**src/rtl/arpgw_pkg.sv**
```systemverilog
// Shared types and constants for the ARP gateway resolver.
// Holds frame offsets, protocol codes, result and status structs.
// No dependencies.
package arpgw_pkg;

	localparam int CNT_W_DEF = 32;
	localparam int REQ_LEN   = 42;

	localparam logic [15:0] ETH_TYPE_ARP  = 16'h0806;
	localparam logic [15:0] ETH_TYPE_IPV4 = 16'h0800;
	localparam logic [7:0]  BCAST_BYTE    = 8'hFF;
	localparam logic [15:0] ARP_HTYPE_ETH = 16'h0001;
	localparam logic [7:0]  ARP_HLEN      = 8'd6;
	localparam logic [7:0]  ARP_PLEN      = 8'd4;
	localparam logic [15:0] ARP_OP_REQ    = 16'h0001;
	localparam logic [15:0] ARP_OP_REPLY  = 16'h0002;

	// byte offsets within a received frame
	localparam logic [5:0] POS_TYPE_HI  = 6'd12;
	localparam logic [5:0] POS_TYPE_LO  = 6'd13;
	localparam logic [5:0] POS_OP_HI    = 6'd20;
	localparam logic [5:0] POS_OP_LO    = 6'd21;
	localparam logic [5:0] POS_SMAC     = 6'd22;
	localparam logic [5:0] POS_SIP      = 6'd28;
	localparam logic [5:0] POS_ARP_LAST = 6'd41;
	localparam logic [5:0] POS_MAX      = 6'd63;

	localparam logic [31:0] OWN_IP_RST = 32'h0A00_020F;
	localparam logic [31:0] GW_IP_RST  = 32'h0A00_0202;

	typedef enum logic [1:0] {
		REG_OWN_IP,
		REG_GATEWAY_IP,
		REG_OWN_MAC,
		REG_NIC_PRESENT
	} reg_idx_t;

	typedef enum logic [2:0] {
		CLS_SHORT,
		CLS_ARP_OK,
		CLS_ARP_IGN,
		CLS_OTHER,
		CLS_NOT_SENT
	} frame_class_t;

	typedef enum logic {
		KIND_TX,
		KIND_STATUS
	} kind_t;

	typedef struct packed {
		logic        resolved;
		logic [47:0] mac;
		logic [31:0] frames;
		logic [31:0] others;
		logic [31:0] replies;
		logic [31:0] requests;
	} stat_t;

	typedef struct packed {
		logic       busy;
		logic [7:0] data;
		logic       last;
	} tx_beat_t;

	typedef struct packed {
		kind_t        kind;
		logic [7:0]   tx_byte;
		logic         tx_end;
		frame_class_t cls;
		stat_t        stat;
	} result_t;

endpackage

```
**src/rtl/arpgw_rx_parser.sv**
```systemverilog
// Receive parser, frame classifier and status counters.
// Depends on arpgw_pkg.
module arpgw_rx_parser import arpgw_pkg::*; #(
	parameter int COUNTER_WIDTH = CNT_W_DEF
) (
	input  logic         clk,
	input  logic         arst_n,
	input  logic         rx_fire,
	input  logic         req_fire,
	input  logic [7:0]   rx_byte,
	input  logic         rx_last,
	input  logic [31:0]  gateway_ip,
	output stat_t        stat,
	output frame_class_t frame_class
);

	localparam logic [COUNTER_WIDTH-1:0] CNT_ONE = COUNTER_WIDTH'(1);

	logic [5:0]               pos_q, pos_n;
	logic [15:0]              type_q, type_n;
	logic [15:0]              opcode_q, opcode_n;
	logic [47:0]              smac_q, smac_n;
	logic [31:0]              sip_q, sip_n;
	logic [47:0]              learned_q, learned_n;
	logic                     resolved_q, resolved_n;
	logic [COUNTER_WIDTH-1:0] frames_q, frames_n;
	logic [COUNTER_WIDTH-1:0] others_q, others_n;
	logic [COUNTER_WIDTH-1:0] replies_q, replies_n;
	logic [COUNTER_WIDTH-1:0] requests_q, requests_n;

	always_comb begin
		pos_n       = pos_q;
		type_n      = type_q;
		opcode_n    = opcode_q;
		smac_n      = smac_q;
		sip_n       = sip_q;
		learned_n   = learned_q;
		resolved_n  = resolved_q;
		frames_n    = frames_q;
		others_n    = others_q;
		replies_n   = replies_q;
		requests_n  = requests_q;
		frame_class = CLS_SHORT;

		if (req_fire) begin
			requests_n = requests_q + CNT_ONE;
		end

		if (rx_fire) begin
			if (pos_q == POS_TYPE_HI) type_n[15:8] = rx_byte;
			if (pos_q == POS_TYPE_LO) type_n[7:0] = rx_byte;
			if (pos_q == POS_OP_HI) opcode_n[15:8] = rx_byte;
			if (pos_q == POS_OP_LO) opcode_n[7:0] = rx_byte;
			for (int i = 0; i < 6; i++) begin
				if (pos_q == POS_SMAC + 6'(i)) smac_n[47-8*i -: 8] = rx_byte;
			end
			for (int i = 0; i < 4; i++) begin
				if (pos_q == POS_SIP + 6'(i)) sip_n[31-8*i -: 8] = rx_byte;
			end

			if (rx_last) begin
				// classify on the position of the last byte, then restart
				pos_n    = '0;
				frames_n = frames_q + CNT_ONE;
				if (pos_q < POS_TYPE_LO) begin
					frame_class = CLS_SHORT;
				end else if (type_n != ETH_TYPE_ARP) begin
					others_n    = others_q + CNT_ONE;
					frame_class = CLS_OTHER;
				end else if (pos_q >= POS_ARP_LAST && opcode_n == ARP_OP_REPLY &&
						sip_n == gateway_ip) begin
					learned_n   = smac_n;
					resolved_n  = 1'b1;
					replies_n   = replies_q + CNT_ONE;
					frame_class = CLS_ARP_OK;
				end else begin
					frame_class = CLS_ARP_IGN;
				end
			end else if (pos_q != POS_MAX) begin
				pos_n = pos_q + 6'd1;
			end
		end
	end

	always_ff @(posedge clk or negedge arst_n) begin
		if (!arst_n) begin
			pos_q      <= '0;
			type_q     <= '0;
			opcode_q   <= '0;
			smac_q     <= '0;
			sip_q      <= '0;
			learned_q  <= '0;
			resolved_q <= 1'b0;
			frames_q   <= '0;
			others_q   <= '0;
			replies_q  <= '0;
			requests_q <= '0;
		end else begin
			pos_q      <= pos_n;
			type_q     <= type_n;
			opcode_q   <= opcode_n;
			smac_q     <= smac_n;
			sip_q      <= sip_n;
			learned_q  <= learned_n;
			resolved_q <= resolved_n;
			frames_q   <= frames_n;
			others_q   <= others_n;
			replies_q  <= replies_n;
			requests_q <= requests_n;
		end
	end

	// status reflects this cycle's update
	assign stat.resolved = resolved_n;
	assign stat.mac      = learned_n;
	assign stat.frames   = 32'(frames_n);
	assign stat.others   = 32'(others_n);
	assign stat.replies  = 32'(replies_n);
	assign stat.requests = 32'(requests_n);

endmodule

```
**src/rtl/arpgw_tx_gen.sv**
```systemverilog
// ARP request sequencer: steps through the 42 bytes of a broadcast request.
// Depends on arpgw_pkg.
module arpgw_tx_gen import arpgw_pkg::*; (
	input  logic        clk,
	input  logic        arst_n,
	input  logic        start,
	input  logic        advance,
	input  logic [47:0] own_mac,
	input  logic [31:0] own_ip,
	input  logic [31:0] gateway_ip,
	output tx_beat_t    beat
);

	localparam logic [5:0] LAST_POS = 6'(REQ_LEN - 1);

	logic                    busy_q;
	logic [5:0]              pos_q;
	logic [5:0]              byte_idx;
	logic [8*REQ_LEN-1:0]    frame_vec;

	// request frame, first wire byte in the top bits
	assign frame_vec = {
		{6{BCAST_BYTE}}, own_mac, ETH_TYPE_ARP,
		ARP_HTYPE_ETH, ETH_TYPE_IPV4, ARP_HLEN, ARP_PLEN, ARP_OP_REQ,
		own_mac, own_ip, 48'h0, gateway_ip
	};

	assign byte_idx = LAST_POS - pos_q;

	always_ff @(posedge clk or negedge arst_n) begin
		if (!arst_n) begin
			busy_q <= 1'b0;
			pos_q  <= '0;
		end else if (start) begin
			busy_q <= 1'b1;
			pos_q  <= '0;
		end else if (busy_q && advance) begin
			if (pos_q == LAST_POS) begin
				busy_q <= 1'b0;
			end else begin
				pos_q <= pos_q + 6'd1;
			end
		end
	end

	assign beat.busy = busy_q;
	assign beat.data = frame_vec[{byte_idx, 3'b000} +: 8];
	assign beat.last = (pos_q == LAST_POS);

endmodule

```
**src/rtl/arpgw_out_fifo.sv**
```systemverilog
// Two-entry result queue between the core and the output channel.
// Depends on arpgw_pkg.
module arpgw_out_fifo import arpgw_pkg::*; (
	input  logic    clk,
	input  logic    arst_n,
	input  logic    push,
	input  result_t push_data,
	input  logic    pop,
	output logic    full,
	output logic    not_empty,
	output result_t head
);

	result_t    slot_q [2];
	logic       wr_ptr_q;
	logic       rd_ptr_q;
	logic [1:0] count_q;

	always_ff @(posedge clk) begin
		if (push) begin
			slot_q[wr_ptr_q] <= push_data;
		end
	end

	always_ff @(posedge clk or negedge arst_n) begin
		if (!arst_n) begin
			wr_ptr_q <= 1'b0;
			rd_ptr_q <= 1'b0;
			count_q  <= '0;
		end else begin
			if (push) wr_ptr_q <= ~wr_ptr_q;
			if (pop) rd_ptr_q <= ~rd_ptr_q;
			if (push && !pop) begin
				count_q <= count_q + 2'd1;
			end else if (pop && !push) begin
				count_q <= count_q - 2'd1;
			end
		end
	end

	assign full      = (count_q == 2'd2);
	assign not_empty = (count_q != 2'd0);
	assign head      = slot_q[rd_ptr_q];

endmodule

```
**src/rtl/arp_gateway_resolver.sv**
```systemverilog
// ARP gateway resolver: received Ethernet bytes enter at one per cycle while
// in_ready is high, pass one input register and are parsed from it; a frame's
// last byte yields one status result. A send command emits a 42-byte broadcast
// ARP request, one byte per cycle while the queue has room, during which the
// input register holds; with the interface absent it yields a not-sent status
// result instead. Results go through a two-entry queue, so input keeps flowing
// while one result waits at the output. There is no clearing pass after reset.
// Depends on arpgw_pkg, arpgw_rx_parser, arpgw_tx_gen and arpgw_out_fifo.
module arp_gateway_resolver import arpgw_pkg::*; #(
	parameter int COUNTER_WIDTH = CNT_W_DEF
) (
	input  logic        clk,
	input  logic        arst_n,
	input  logic        cfg_we,
	input  logic [1:0]  cfg_index,
	input  logic [47:0] cfg_data,
	input  logic        in_valid,
	output logic        in_ready,
	input  logic        command,
	input  logic [7:0]  rx_byte,
	input  logic        rx_last,
	output logic        out_valid,
	input  logic        out_ready,
	output logic        kind,
	output logic [7:0]  tx_byte,
	output logic        tx_end,
	output logic [2:0]  frame_class,
	output logic        gateway_known,
	output logic [47:0] gw_mac,
	output logic [31:0] frames_seen,
	output logic [31:0] other_frames,
	output logic [31:0] arp_replies,
	output logic [31:0] arp_requests
);

	logic [31:0]  own_ip_q;
	logic [31:0]  gateway_ip_q;
	logic [47:0]  own_mac_q;
	logic         nic_present_q;

	logic         valid_s1;
	logic         command_s1;
	logic [7:0]   rx_byte_s1;
	logic         rx_last_s1;

	logic         fifo_full;
	logic         fifo_pop;
	logic         room;
	logic         tx_push;
	logic         s1_fire;
	logic         rx_fire;
	logic         req_fire;
	logic         push;
	result_t      push_data;
	result_t      head;
	stat_t        stat;
	frame_class_t rx_class;
	tx_beat_t     beat;

	always_ff @(posedge clk or negedge arst_n) begin
		if (!arst_n) begin
			own_ip_q      <= OWN_IP_RST;
			gateway_ip_q  <= GW_IP_RST;
			own_mac_q     <= '0;
			nic_present_q <= 1'b1;
		end else if (cfg_we) begin
			case (cfg_index)
				REG_OWN_IP:      own_ip_q <= cfg_data[31:0];
				REG_GATEWAY_IP:  gateway_ip_q <= cfg_data[31:0];
				REG_OWN_MAC:     own_mac_q <= cfg_data;
				REG_NIC_PRESENT: nic_present_q <= cfg_data[0];
				default: ;
			endcase
		end
	end

	assign fifo_pop = out_valid && out_ready;
	assign room     = !fifo_full || fifo_pop;
	assign tx_push  = beat.busy && room;
	// hold the input stage while a request is going out
	assign s1_fire  = valid_s1 && !beat.busy && room;
	assign rx_fire  = s1_fire && !command_s1;
	assign req_fire = s1_fire && command_s1 && nic_present_q;
	assign in_ready = !valid_s1 || s1_fire;

	always_ff @(posedge clk or negedge arst_n) begin
		if (!arst_n) begin
			valid_s1 <= 1'b0;
		end else if (in_ready) begin
			valid_s1 <= in_valid;
		end
	end

	always_ff @(posedge clk) begin
		if (in_valid && in_ready) begin
			command_s1 <= command;
			rx_byte_s1 <= rx_byte;
			rx_last_s1 <= rx_last;
		end
	end

	arpgw_rx_parser #(
		.COUNTER_WIDTH(COUNTER_WIDTH)
	) u_parser (
		.clk         (clk),
		.arst_n      (arst_n),
		.rx_fire     (rx_fire),
		.req_fire    (req_fire),
		.rx_byte     (rx_byte_s1),
		.rx_last     (rx_last_s1),
		.gateway_ip  (gateway_ip_q),
		.stat        (stat),
		.frame_class (rx_class)
	);

	arpgw_tx_gen u_tx (
		.clk        (clk),
		.arst_n     (arst_n),
		.start      (req_fire),
		.advance    (tx_push),
		.own_mac    (own_mac_q),
		.own_ip     (own_ip_q),
		.gateway_ip (gateway_ip_q),
		.beat       (beat)
	);

	always_comb begin
		push_data = '0;
		push      = 1'b0;
		if (tx_push) begin
			push              = 1'b1;
			push_data.kind    = KIND_TX;
			push_data.tx_byte = beat.data;
			push_data.tx_end  = beat.last;
		end else if (s1_fire) begin
			push_data.kind = KIND_STATUS;
			push_data.stat = stat;
			if (command_s1) begin
				push          = !nic_present_q;
				push_data.cls = CLS_NOT_SENT;
			end else begin
				push          = rx_last_s1;
				push_data.cls = rx_class;
			end
		end
	end

	arpgw_out_fifo u_fifo (
		.clk       (clk),
		.arst_n    (arst_n),
		.push      (push),
		.push_data (push_data),
		.pop       (fifo_pop),
		.full      (fifo_full),
		.not_empty (out_valid),
		.head      (head)
	);

	assign kind          = head.kind;
	assign tx_byte       = head.tx_byte;
	assign tx_end        = head.tx_end;
	assign frame_class   = head.cls;
	assign gateway_known = head.stat.resolved;
	assign gw_mac        = head.stat.mac;
	assign frames_seen   = head.stat.frames;
	assign other_frames  = head.stat.others;
	assign arp_replies   = head.stat.replies;
	assign arp_requests  = head.stat.requests;

endmodule

```
**config.mk**
```make
export PLATFORM = sky130hd
export DESIGN_NAME = arp_gateway_resolver
export DESIGN_NICKNAME = d
export VERILOG_FILES = /design/src/rtl/arpgw_pkg.sv /design/src/rtl/arpgw_rx_parser.sv /design/src/rtl/arpgw_tx_gen.sv /design/src/rtl/arpgw_out_fifo.sv /design/src/rtl/arp_gateway_resolver.sv
export SDC_FILE = /design/constraint.sdc
export NUM_CORES = 1
export LEC_CHECK = 0
export ABC_AREA = 0
export CAP_MARGIN = 30
export CORE_MARGIN = 2
export CORE_UTILIZATION = 36
export CTS_CLUSTER_SIZE = 10
export DETAILED_ROUTE_END_ITERATION = 10
export DONT_BUFFER_PORTS = 1
export HOLD_SLACK_MARGIN = 0.08
export SLEW_MARGIN = 20
export SYNTH_ARGS = -nofsm -noshare
export SYNTH_HDL_FRONTEND = slang
export SYNTH_SLANG_ARGS = --single-unit
export TNS_END_PERCENT = 20
```
**constraint.sdc**
```tcl
create_clock -name clk -period 29.7 [get_ports clk]
set_input_delay 1.485 -clock clk [delete_from_list [all_inputs] [get_ports clk]]
set_output_delay 1.485 -clock clk [all_outputs]
set_load 0.02 [all_outputs]
```
==> run summary, run 1 <==
The number of global-route vias before repair was 22.05k; the count of input and output buffers was 0. The commonest register cell after synthesis was sky130_fd_sc_hd__dfrtp_1. Across the run, the number of max-cap violations was 0. The maximum buffer depth of the clock tree was 3. The global-route usage over all layers is 17.28%. Of the available clock period, the critical path in the final layout requires 18.39%. The tools report the category of the worst setup path capture point as an output port.

In this run the most used layer during global routing was met2. The worst-case setup margin in the final layout was 24240 ps; the peak fanout along the critical path was 67. For the gate count after technology mapping, the log shows 2718. The largest family of logic cells by synthesized area was multiplexers. At the pin with the least slew margin, the transition time is 1022 ps. The register-to-register setup slack was 25000 ps; the sum of buffers and inverters on the critical path was 2. The logs give 0.05933 mV for the worst ir drop on vdd and 2800 for the post-synthesis net count.

The Yosys step of the flow raised 0 warnings. The mean number of vias per cell was 5.208. The logs give 6 for the first-pass iteration count of the detailed router and 58940 um for the HPWL after detailed placement. Data on the critical path arrives at its endpoint at 3980 ps. The logs give 40.68% for the share of the core filled with cells in the final layout and 16.15 nW for the static leakage power. Before CTS, the worst setup slack after placement is 24370 ps. The final route contains 21.20k vias.

The floorplan step set the die width to 318.7 um. The tools report the type of element launching the critical path as a register. TritonCTS built the clock tree. The met2 usage in global routing is 28.27%. The synthesized design contains 390 enable-type register cells. Share of the synthesized netlist area taken by xor and xnor gates: 3.439%. The die covers 101600 sq um.

In this run the critical register-to-register path is launched from u_parser.pos_q[4]. The average wire per standard cell is 21.75 um, and the clock latency at the later pin of the worst-skew pair is 650 ps. The share of the synthesized area in compound gates (AO/OA/AOI/OAI) came out at 5.575%.

Cell family contributing the most delay on the critical path: buffers and inverters. After synthesis the netlist holds a flip-flop and latch count of 810. The max-slew violation count is 0. From bottom edge to top edge, the die measures 318.7 um. Setup violations remaining at the end of the flow were counted as 0. The tools report the end of the worst hold path as u_parser.frames_q[31]. The most frequent cell on the critical path was sky130_fd_sc_hd__buf_4. The count of H-tree levels built during CTS is 3. Worst min-delay path startpoint: u_parser.frames_q[31]. Power per cell area: 97.48 nW/um^2. The region available for standard cell placement spans 98280 sq um. The placer congestion estimate came out at 0.8498. The destination of the worst register-to-register timing path was u_fifo.slot_q[0][37]. The worst hold path belongs to the class register to register.

The share of cell area taken by muxes after synthesis works out to 14.86%. The setup clock skew after layout came out at 23.04 ps. The number of failing hold endpoints at the final stage is 0, and the proportion of synthesized chip area in sequential cells is 62.36%. The global-route wire length before repair is 135300 um. The logs give 0 ps for the summed negative setup slack over all endpoints and 35660 sq um for the synthesized area. Counting I/O delays and the setup requirement, the final critical path takes 5461 ps. Clock-pin slew was measured on the worst setup and hold paths at 50 ps. Entering global routing, the biggest net connects 421 pins. For this block, the initial DRC count from the detailed router was 1418. The slowest stage of the critical path belongs to the cell sky130_fd_sc_hd__dfrtp_4. Post-synthesis average cell area: 13.12 sq um. The hold-critical path depth was 1; the number of antenna violations at the first check in global routing was 3. The number of different library cells in the post-synthesis netlist is 74, and the number of nets at the end of the flow is 2788.

After clock tree synthesis, the setup repair step added 0 buffers. The run finished with clean final reports. The synthesized netlist devotes 0.5965% of its cell area to adder and majority cells. The met3 routing resource usage after global routing was 4.738%. Measured in cells, the most critical reg-to-reg path has a length of 9. The worst-case headroom to the max-slew limit was 31.86%; the longest individual stage delay on the worst path was 1030 ps. Clock tree synthesis selected as its root buffer the cell sky130_fd_sc_hd__clkbuf_16. Post-CTS repair changed the size of 0 cells.

Row count: 115. Required time at the worst-slack endpoint: 28210 ps. Setup repair after global routing left no endpoint under its margin.

The count of nets left with antenna violations once routing finished came out at 0. The critical path is of the register to output port type. Async set-reset flop share out of synthesis: 51.85%. Walking the worst path, the cells encountered are buf_4 -> buf_4 -> mux2_2. 257 I/O pins were placed. The post-synthesis share of cell area spent on and, or, nand and nor gates was 10.95%; the share of layout cells above drive strength 1 was 22.23%.

For the total clock sinks, the log shows 810. The logs give 22.12% for the global-route track usage on met1 and 0 for the hold-fix buffer count after cts. Relative to the synthesized area, the layout overhead comes to 12.11%. The logs give 0 for the residual DRC count and 88540 um for the total wire length after detailed routing.

The logs give 0 for the aggregate global routing overflow and 0.1831 GHz for the maximum clock frequency. The number of clock buffers added by TritonCTS is 95. For this configuration, the core starts out at a cell density of 36.28%.
routing by layer:
metal,part of all wire (%),vias to the layer above
li1,-,9855
met1,42,10600
met2,48,602
met3,7.3,146
met4,2.8,0
met5,0,-
cell type report:
type / instances / area [sq um]
antenna: 4 / 10.01
clock buffer: 161 / 2779
clock inverter: 10 / 113.9
fill: 9072 / 58300
inverter: 56 / 211.5
multi-input combinational: 1706 / 12690
sequential: 810 / 22240
tap: 1287 / 1610
timing repair buffer: 37 / 324.1
power by group:
part           switching, mW  total, mW  internal [mW]  leakage (nW)
Sequential             0.140       1.69           1.55          9.40
Clock                  0.436       1.08          0.648          1.40
Combinational          0.772       1.12          0.348          5.35
Total                   1.35       3.90           2.55          16.1
sequential cells by signal (all words and copies together) (netlist names), 8 cells and up:
signal and cells:
u_fifo.slot_q 380, own_mac_q 48, u_parser.learned_q 48, u_parser.smac_q 48
gateway_ip_q 32, own_ip_q 32, u_parser.frames_q 32, u_parser.others_q 32
u_parser.replies_q 32, u_parser.requests_q 32, u_parser.sip_q 32, u_parser.opcode_q 16
u_parser.type_q 16, rx_byte_s1 8
cells by family (layout without fill, tap and decap cells):
family | count (synthesis) | in the layout
adder cells (fa/ha/maj) | 17 | 17
buffers and inverters | 202 | 264
other | 0 | 4
AND/OR/NAND/NOR | 748 | 748
flip-flops | 810 | 810
AO/OA/AOI/OAI | 345 | 345
XOR/XNOR | 140 | 140
multiplexers | 456 | 456
cell usage in the layout (no fill, tap or decap), drive strengths merged, types with 76 or more instances in the layout:
cell | netlist | layout
mux2 | 398 | 398
dfrtp | 408 | 408
edfxtp | 390 | 390
o21ai | 172 | 172
clkbuf | 119 | 161
nand2 | 250 | 250
xnor2 | 76 | 76
a21oi | 92 | 92
nand3 | 122 | 122
and2 | 106 | 106
metrics by stage:
stage	hold WS, ps	instances	area [sq um]	total power, mW
after floorplan	430.5	2718	35660	2.588
after global placement	448.8	3891	36990	2.816
after detailed placement	449.1	3892	37020	2.841
after CTS	468.6	4063	39910	3.948
after global routing	482.3	4069	39970	4.093
final	467.8	4071	39980	3.897
how the worst max path moves through the flow:
| stage | depth (start not counted) | slack (ps) | startpoint | to |
|---|---|---|---|---|
| after global routing | 3 | 23940 | u_fifo.rd_ptr_q | frames_seen[1] |
| after CTS | 3 | 24120 | u_fifo.rd_ptr_q | frames_seen[1] |
| after global placement | 6 | 24520 | out_ready | u_fifo.slot_q[1][24] |
| final | 3 | 24240 | u_fifo.rd_ptr_q | gw_mac[42] |
| after floorplan | 5 | 18150 | out_ready | u_fifo.slot_q[1][0] |
| after detailed placement | 6 | 24370 | out_ready | u_fifo.slot_q[1][26] |
cell usage after synthesis (6+ instances only):
cell type | instances | area, sq um
sky130_fd_sc_hd__nor3_1 | 23 | 115.1
sky130_fd_sc_hd__nand4_1 | 36 | 225.2
sky130_fd_sc_hd__mux4_2 | 19 | 427.9
sky130_fd_sc_hd__and4_1 | 14 | 122.6
sky130_fd_sc_hd__or4_1 | 7 | 52.55
sky130_fd_sc_hd__o22ai_1 | 7 | 43.79
sky130_fd_sc_hd__inv_1 | 54 | 202.7
sky130_fd_sc_hd__nor2_1 | 72 | 270.3
sky130_fd_sc_hd__a211oi_1 | 6 | 45.04
sky130_fd_sc_hd__o211ai_1 | 9 | 67.56
sky130_fd_sc_hd__o21ai_0 | 172 | 860.8
sky130_fd_sc_hd__o31ai_1 | 9 | 67.56
sky130_fd_sc_hd__ha_1 | 17 | 212.7
sky130_fd_sc_hd__xor2_1 | 64 | 560.5
sky130_fd_sc_hd__dfstp_2 | 12 | 315.3
sky130_fd_sc_hd__nand2_1 | 249 | 934.7
sky130_fd_sc_hd__dfrtp_1 | 408 | 10210
sky130_fd_sc_hd__a31oi_1 | 6 | 37.54
sky130_fd_sc_hd__a21oi_1 | 92 | 460.4
sky130_fd_sc_hd__mux2_2 | 398 | 4482
sky130_fd_sc_hd__or3_1 | 11 | 68.82
sky130_fd_sc_hd__nand3_1 | 122 | 610.6
sky130_fd_sc_hd__xnor2_1 | 76 | 665.6
sky130_fd_sc_hd__a22oi_1 | 9 | 67.56
sky130_fd_sc_hd__nand2b_1 | 10 | 62.56
sky130_fd_sc_hd__and3_1 | 32 | 200.2
sky130_fd_sc_hd__buf_2 | 17 | 85.08
sky130_fd_sc_hd__and2_1 | 106 | 663.1
sky130_fd_sc_hd__edfxtp_1 | 390 | 11710
sky130_fd_sc_hd__mux2i_1 | 39 | 390.4
sky130_fd_sc_hd__clkbuf_1 | 119 | 446.7
sky130_fd_sc_hd__buf_1 | 7 | 26.28
sky130_fd_sc_hd__nor4_1 | 9 | 56.30
sky130_fd_sc_hd__nor2b_1 | 19 | 118.9
(Power assumes the default switching activity.)
==> inputs of run 2 (changes only) <==
- ABC_AREA: 0 -> 1
- clock period: 29.7 -> 4.99 ns (I/O delays scaled with it)
==> run 2 against run 1 <==
Net effect:
- the flow now finishes with violations (hold timing)
- critical path type is now register to register
- design area up 4.8%
- first-iteration DRC count up 58%
- critical path depth up 16
==> run summary, run 2 <==
The share of the core filled with cells in the final layout was 41.24%; the post-cts repair resize count was 0. The global-route usage over all layers came out at 18.61%. The floorplan die area was 104900 sq um. The run gives 7 as the number of antenna violations at the first check in global routing.

Area added between synthesis and finish: 13.79%. For the number of failing hold endpoints at the final stage, the log shows 420. STA classifies the critical path startpoint as a register.

Post-synthesis net count: 4210. The register containing the most flip-flops in the final layout was u_fifo.slot_q. Horizontal die dimension: 323.8 um. OpenSTA, run right after detailed placement, puts the worst setup slack at 1135 ps. The share of the cycle needed by the critical path after routing was 77.56%. The run finished, with violations left. The number of setup buffers added after CTS is 0. For this configuration, the core starts out at a cell density of 36.24%. The max-slew violation count came out at 0. Final non-filler cell total: 5632. For the HPWL after detailed placement, the log shows 63180 um. The overall via count from detail_route is 27.26k. The leading cell type in the layout, fill and taps excluded is sky130_fd_sc_hd__nand2_1. For this run, the register share of the synthesized area comes to 60.39%. Based on the critical path, the design can be clocked at up to 0.2584 GHz. The run gives 2245 as the number of DRC markers in iteration 0. Global-route wire length before repair: 151600 um. STA puts the critical path data required time at 5470 ps. 257 I/O pins were placed. The setup clock skew after layout is 44.10 ps, and the largest net degree at the start of global routing is 421. The max capacitance violation total is 0, and the time the final worst path needs with I/O delays and setup is 3870 ps.

The critical path data arrival time was 4350 ps. Power spread over the standard cell area amounts to 599.2 nW/um^2. The run gives 117 as the row count.

The checks that failed: hold timing. With fillers left out, the area of the finished cells amounts to 41900 sq um. The number of different library cells used by synthesis comes to 54.

Port buffering added 0 buffers. The path class of the tightest hold or removal check is input port to async pin. Once detail routing completed, the nets flagged for antenna violations numbered 0.

After routing, the total negative slack on setup checks comes to 0 ps. The multi-input combinational cells in the finished layout cover a total of 12380 sq um. TritonCTS built the clock tree. In the final design database the tool counted 4259 nets. Clock input transition at the sequential cells of the worst setup and hold paths: 60 ps. The run gives 3 as the maximum buffer depth of the clock tree.

Counting flops with a built-in enable in the synthesized netlist gives 390. The average wire per standard cell is 17.22 um, and the area taken by flip-flops and latches is 22240 sq um. Setup repair after global routing left no endpoint under its margin.

For this run, asynchronously set or reset flops after synthesis account for 51.85%. First-pass iteration count of the detailed router: 5. In this run, synthesis produced a sequential element count of 810. At the end of routability-driven placement, the weighted congestion stood at 0.8728. The fill cell total of the finished layout is 9990, and the peak fanout along the critical path is 23. The flip-flop count of the largest register after layout works out to 380. After detailed routing, the number of vias per cell comes to 4.840.

Yosys attributes the largest share of cell area to sky130_fd_sc_hd__edfxtp_1, sky130_fd_sc_hd__dfrtp_1, sky130_fd_sc_hd__nand2_1. The type of the worst setup path is register to register. The category of the worst setup path capture point is a register. Across all setup checks in the final design, the least slack found is 1120 ps. Setup violations remaining at the end of the flow were counted as 0.

After detailed routing, the total wire length is 97010 um. At the pin with the least slew margin, the transition time is 1485 ps. The gate count after technology mapping is 4128, and the total clock sinks is 810. The static leakage power was 18.95 nW. sky130_fd_sc_hd__edfxtp_1 takes more of the synthesized area than any other cell. After detailed placement, the design holds a cell count of 5380. Ranked by instance count, the synthesized netlist is headed by sky130_fd_sc_hd__nand2_1, sky130_fd_sc_hd__inv_1, sky130_fd_sc_hd__dfrtp_1.

The number of global-route vias before repair was 26.32k. The most common cell in the synthesized netlist is sky130_fd_sc_hd__nand2_1. The area after detailed placement is 38300 sq um, and the number of warnings issued by yosys is 0. The tools report the aggregate global routing overflow as 0. The floorplan step set the die height to 323.8 um.

For the clock latency at the later pin of the worst-skew pair, the log shows 690 ps. The library cells used most frequently in the layout, excluding fill and tap cells, are sky130_fd_sc_hd__nand2_1, sky130_fd_sc_hd__inv_1, sky130_fd_sc_hd__dfrtp_1. The worst hold-check slack is -673.1 ps, and the hold-fix buffer count after cts is 64. In the routed design, unresolved DRC markers number 0. Each instance of the synthesized netlist takes up on average 8.920 sq um. Share of layout cells above drive strength 1: 5.844%. The H-tree was split into 3 levels. IR analysis of the VDD net gives a maximum drop of 0.3406 mV. Headroom to the max-slew limit came out at 1.019%.

The synthesized design devotes to its leading area cell type 31.80% of total area. In the synthesized netlist the dominant register cell turns out to be sky130_fd_sc_hd__dfrtp_1. Clock tree synthesis inserted a total of 96 buffers.

The synthesized area is 36820 sq um, and the placeable core region is 101600 sq um. Clock root buffer: sky130_fd_sc_hd__clkbuf_16. The design draws 25.10 mW.
==> run 2: cell types whose count changed in the layout (fill, tap and decap cells not counted), sizes merged, moves of 32 or more <==
cell / previous run / this run
mux2i: 39 / 4
xnor2: 76 / 11
and2: 106 / 12
and3: 32 / 0
a21oi: 92 / 131
dlygate4sd3: 0 / 64
mux2: 398 / 16
nor2: 72 / 253
o21ai: 172 / 330
inv: 57 / 427
nand2: 250 / 1559
nor3: 24 / 71
==> run 2: worst paths after layout <==
kind,startpoint,end,slack [ps],cells after the start
worst min-delay path,arst_n,own_mac_q[33],-670,0
max in group asynchronous,arst_n,u_parser.frames_q[18],4510,0
worst max register to register,u_parser.pos_q[0],u_fifo.slot_q[1][137],1120,19
worst max-delay path,u_parser.pos_q[0],u_fifo.slot_q[1][137],1120,19
min in group clk,cfg_index[0],own_ip_q[0],200,5
worst min register to register,u_parser.resolved_q,u_parser.resolved_q,450,2
==> run 2: logic make-up after synthesis <==
logic type	count (synthesis)	synth area share, %
multiplexers	20	0.5980
buffers and inverters	584	6.123
AO/OA/AOI/OAI	515	7.462
XOR/XNOR	63	1.498
AND/OR/NAND/NOR	2119	23.35
adder cells (fa/ha/maj)	17	0.5776
flip-flops	810	60.39
==> run 2: layout make-up <==
type,count,share of cell area [%]
Clock buffer,167,6.638
Multi-Input combinational cell,2734,29.54
Sequential cell,810,53.08
Inverter,425,3.819
Tap cell,1368,4.085
Antenna cell,3,0.01792
Clock inverter,15,0.3583
Timing Repair Buffer,110,2.461
==> run 2: where the power goes <==
| part | leakage, nW | internal, mW | switching [mW] | total, mW |
|---|---|---|---|---|
| combinational | 8.39 | 1.69 | 6.34 | 8.03 |
| clock | 1.41 | 3.82 | 2.75 | 6.58 |
| sequential | 9.15 | 9.63 | 0.871 | 10.5 |
| total | 18.9 | 15.1 | 9.96 | 25.1 |
==> run 2: critical path: stages (launching register included) <==
cell and delay, ps:
sky130_fd_sc_hd__dfrtp_1 390, sky130_fd_sc_hd__ha_1 260, sky130_fd_sc_hd__nand2_1 90, sky130_fd_sc_hd__nor2_1 310, sky130_fd_sc_hd__buf_4 230, sky130_fd_sc_hd__nand2_1 220
sky130_fd_sc_hd__nand2_1 160, sky130_fd_sc_hd__nand3_1 80, sky130_fd_sc_hd__nand2_1 70, sky130_fd_sc_hd__nand2_1 50, sky130_fd_sc_hd__nor2_1 110, sky130_fd_sc_hd__nand2_1 60
sky130_fd_sc_hd__nor2_1 360, sky130_fd_sc_hd__nand2_1 200, sky130_fd_sc_hd__nor2_4 160, sky130_fd_sc_hd__nand2_4 60, sky130_fd_sc_hd__inv_2 170, sky130_fd_sc_hd__buf_4 330
sky130_fd_sc_hd__nand2_1 120, sky130_fd_sc_hd__a21oi_1 230
==> run 2: metal layers <==
metal	vias up	global-route usage, %	share of wire [%]
li1	13470	-	-
met1	12900	24.54	44
met2	714	30.26	47
met3	166	4.358	6.8
met4	8	5.936	2.7
met5	-	0	0.054
==> inputs of run 3 (changes only) <==
- clock period: 4.99 -> 3.2 ns (I/O delays scaled with it)
==> run 3 against run 2 <==
Net effect:
- the flow finishes with violations (hold timing, slew limit)
- critical endpoint is now u_fifo.slot_q[1][168]
- combinational power up 68%
- critical path depth is 2 higher
- first-iteration DRC count decreased by 5.1%
- global-route usage is 0.24 points higher
- die area is the same
- critical path type unchanged
- sequential power up 53%
- non-clock buffer count is 166 higher
==> run summary, run 3 (same netlist as run 2, synthesis figures left out) <==
The worst setup path is captured at a register. Power spread over the standard cell area amounts to 907.2 nW/um^2. The congestion estimate from routability-driven global placement came to 0.9003.

Clock-pin slew was measured on the worst setup and hold paths at 60 ps. Setup repair after global routing could not meet its margin everywhere. The leading cell type in the layout, fill and taps excluded was sky130_fd_sc_hd__nand2_1. The time the final worst path needs with I/O delays and setup is 3123 ps, and the switching power share of the total is 39.71%. The worst path uses 97.60% of the clock period. After detailed routing, the number of remaining DRC violations is 0. Summed over all layers, the routed wires come to 99580 um. Register containing the most flip-flops in the final layout: u_fifo.slot_q. In the final layout, the share of cells above drive strength 1 is 10.55%. The area added between synthesis and finish was 18.66%.

The horizontal die dimension came out at 323.8 um. The critical path contains buffers and inverters numbering 8 combined. The worst setup path is of the register to register kind. For the total of endpoints with negative setup slack in the final report, the log shows 0.

At the worst endpoint, the required time is 3640 ps. The peak fanout along the critical path works out to 13. Traced cell by cell, the critical path runs through inv_2 -> ha_4 -> nand3_2 -> buf_4 -> nor2_1 -> buf_6 -> buf_6 -> buf_4 -> o21ai_4 -> nand2_1 -> nor2_1 -> nand3_1 -> nor2_2 -> nand2_2 -> nor2_4 -> nand2_4 -> inv_8 -> buf_12 -> buf_12 -> nand2_1 -> a21oi_1. The run finished, with violations left. The tools report the total clock sinks as 810. The row count is 117, and the number of antenna violations at the first check in global routing is 7. Counting along the longest clock path gives a buffer depth of 3. For the global-route wire length before repair, the log shows 154400 um. The critical path data arrival time is 3570 ps. The run gives 34.1% as the logic gate share of total power.

On the critical path the largest part of the delay comes from simple AND/OR/NAND/NOR gates. Derived from the worst setup path, the maximum achievable clock frequency is 0.3202 GHz. The worst min-delay path category was input port to async pin. The global-route usage over all layers is 18.84%.

The max-slew violation count is 128, and the largest net degree at the start of global routing is 421. The run gives 39580 sq um as the area after detailed placement. The total overflow left after global routing is 0. For this run, the detailed router's first-pass iteration total came to 6.

The count of H-tree levels built during CTS was 3. The placeable core region is 101600 sq um. For this run, the post-layout net count is 4427. The share of the core filled with cells in the final layout was 43.01%; the net switching power was 15.74 mW. The average wire per standard cell came out at 17.18 um. The run gives 104900 sq um as the floorplan die area. Mean number of vias per cell: 4.832. The tools report the type of element launching the critical path as a register. Cell internal power was estimated by the tool at 23.90 mW.

At the pin with the least slew margin, the transition time is 1683 ps. IR analysis of the VDD net gives a maximum drop of 0.7806 mV. The number of buffers inserted during clock tree synthesis was 95. Relative contribution of sequential cells to total power: 40.6%. In this run the static leakage power is 19.83 nW.

The clock network burns 25.3% of the power. On the critical path, the stage with the largest delay is an instance of sky130_fd_sc_hd__dfrtp_1. The tools report the setup clock skew after layout as 30.29 ps.

Count of input and output buffers: 0. The die boundary height was 323.8 um; the max capacitance violation total was 0. In this run the remaining antenna-violating nets after routing total 0. In this design, the stage delay of the slowest critical-path cell is 380 ps. For the initial core utilization, the log shows 36.24%. The top-level port count was 257; the hold-fix buffer count after cts was 79. In this run, the number of DRC markers left after iteration 0 of detailed routing was 2131. TritonCTS built the clock tree. Measured against its own limit, the worst slew margin works out to -12.21%. The clock root buffer is sky130_fd_sc_hd__clkbuf_16. For this block, the via count after detailed routing is 28.01k. The HPWL after detailed placement was 65050 um; the clock latency at the later pin of the worst-skew pair was 660 ps. The library cells used most frequently in the layout, excluding fill and tap cells, are sky130_fd_sc_hd__nand2_1, sky130_fd_sc_hd__inv_1, sky130_fd_sc_hd__dfrtp_1. The run gives 27.14k as the number of global-route vias before repair. The final reports fail on hold timing, slew limit.

The register with the most flip-flops in the layout has 380 of them. Number of failing hold endpoints at the final stage: 418. The run gives 43700 sq um as the final instance area. The worst hold-check slack was -755.9 ps.
## run 3: cell count changes in the layout (fill, tap and decap cells not counted), moves of 7 or more
cell                            delta
sky130_fd_sc_hd__buf_4           +130
sky130_fd_sc_hd__a21oi_2          +20
sky130_fd_sc_hd__dlygate4sd3_1    +15
sky130_fd_sc_hd__a21oi_1          -20
sky130_fd_sc_hd__nor2_2            +9
sky130_fd_sc_hd__buf_12           +18
sky130_fd_sc_hd__nand2_1          -12
sky130_fd_sc_hd__o21ai_0          -11
sky130_fd_sc_hd__o21ai_2           +8
sky130_fd_sc_hd__nor2_4            +8
sky130_fd_sc_hd__nor2_1           -15
sky130_fd_sc_hd__nand2_2           +7
## run 3: per-layer routing
metal,track usage (%),part of all wire [%],up-vias
li1,-,-,13820
met1,24.68,43,13330
met2,31.27,47,686
met3,4.352,6.5,172
met4,5.185,2.6,10
met5,0,0.059,-
## run 3: worst paths after layout
path	from	to	slack, ps	cells past startpoint
max	u_parser.pos_q[0]	u_fifo.slot_q[1][168]	80	21
min	arst_n	own_mac_q[37]	-760	0
max reg2reg	u_parser.pos_q[0]	u_fifo.slot_q[1][168]	80	21
min reg2reg	u_parser.resolved_q	u_parser.resolved_q	450	2
max in group asynchronous	arst_n	u_parser.frames_q[27]	2640	0
min in group clk	out_ready	u_fifo.slot_q[1][179]	140	3
## run 3: power groups by stage
stage / logic [mW] / clock network, mW / registers, mW
global route: 15.0 / 10.7 / 16.4
detailed placement: 13.5 / 0 / 16.3
finish: 13.5 / 10.0 / 16.1
floorplan: 9.20 / 0 / 16.2
global placement: 13.4 / 0 / 16.2
CTS: 13.6 / 10.3 / 16.1
## run 3: area by class of cell
type | instances | area (sq um)
fillers | 9832 | 57900
flip-flops and latches | 810 | 22240
multi-input cells | 2737 | 12720
clock buffers | 163 | 2703
repair buffers | 276 | 2549
well taps | 1368 | 1712
inverters | 425 | 1613
clock inverters | 15 | 147.6
diodes | 3 | 7.507
## run 3: timing repair
action,CTS,global route
buffers inserted,0,11
cloned,0,4
pin swaps,0,17
setup endpoints to repair,146,278
endpoints found under the hold margin,557,420
gates resized for setup,8,93
## run 3: through the flow
step	total power [mW]	hold slack (ps)	worst slack (ps)	instances	TNS (ps)
global placement	29.58	-83.36	-66.52	5522	-804.0
finish	39.64	-755.9	76.78	5797	0
floorplan	25.36	-135.6	-1078	4128	-405450
global route	42.09	-809.5	-42.98	5796	-2143
detailed placement	29.74	-84.94	-124.1	5522	-6263
CTS	40.01	-797.2	4.139	5779	0
## run 3: worst reg2reg max path: cells and delay by family, from the launching register on
family | cells | cell delay [ps]
AO/OA/AOI/OAI | 2 | 360
adder cells (fa/ha/maj) | 1 | 170
buffers and inverters | 8 | 1000
flip-flops | 1 | 380
AND/OR/NAND/NOR | 10 | 1020
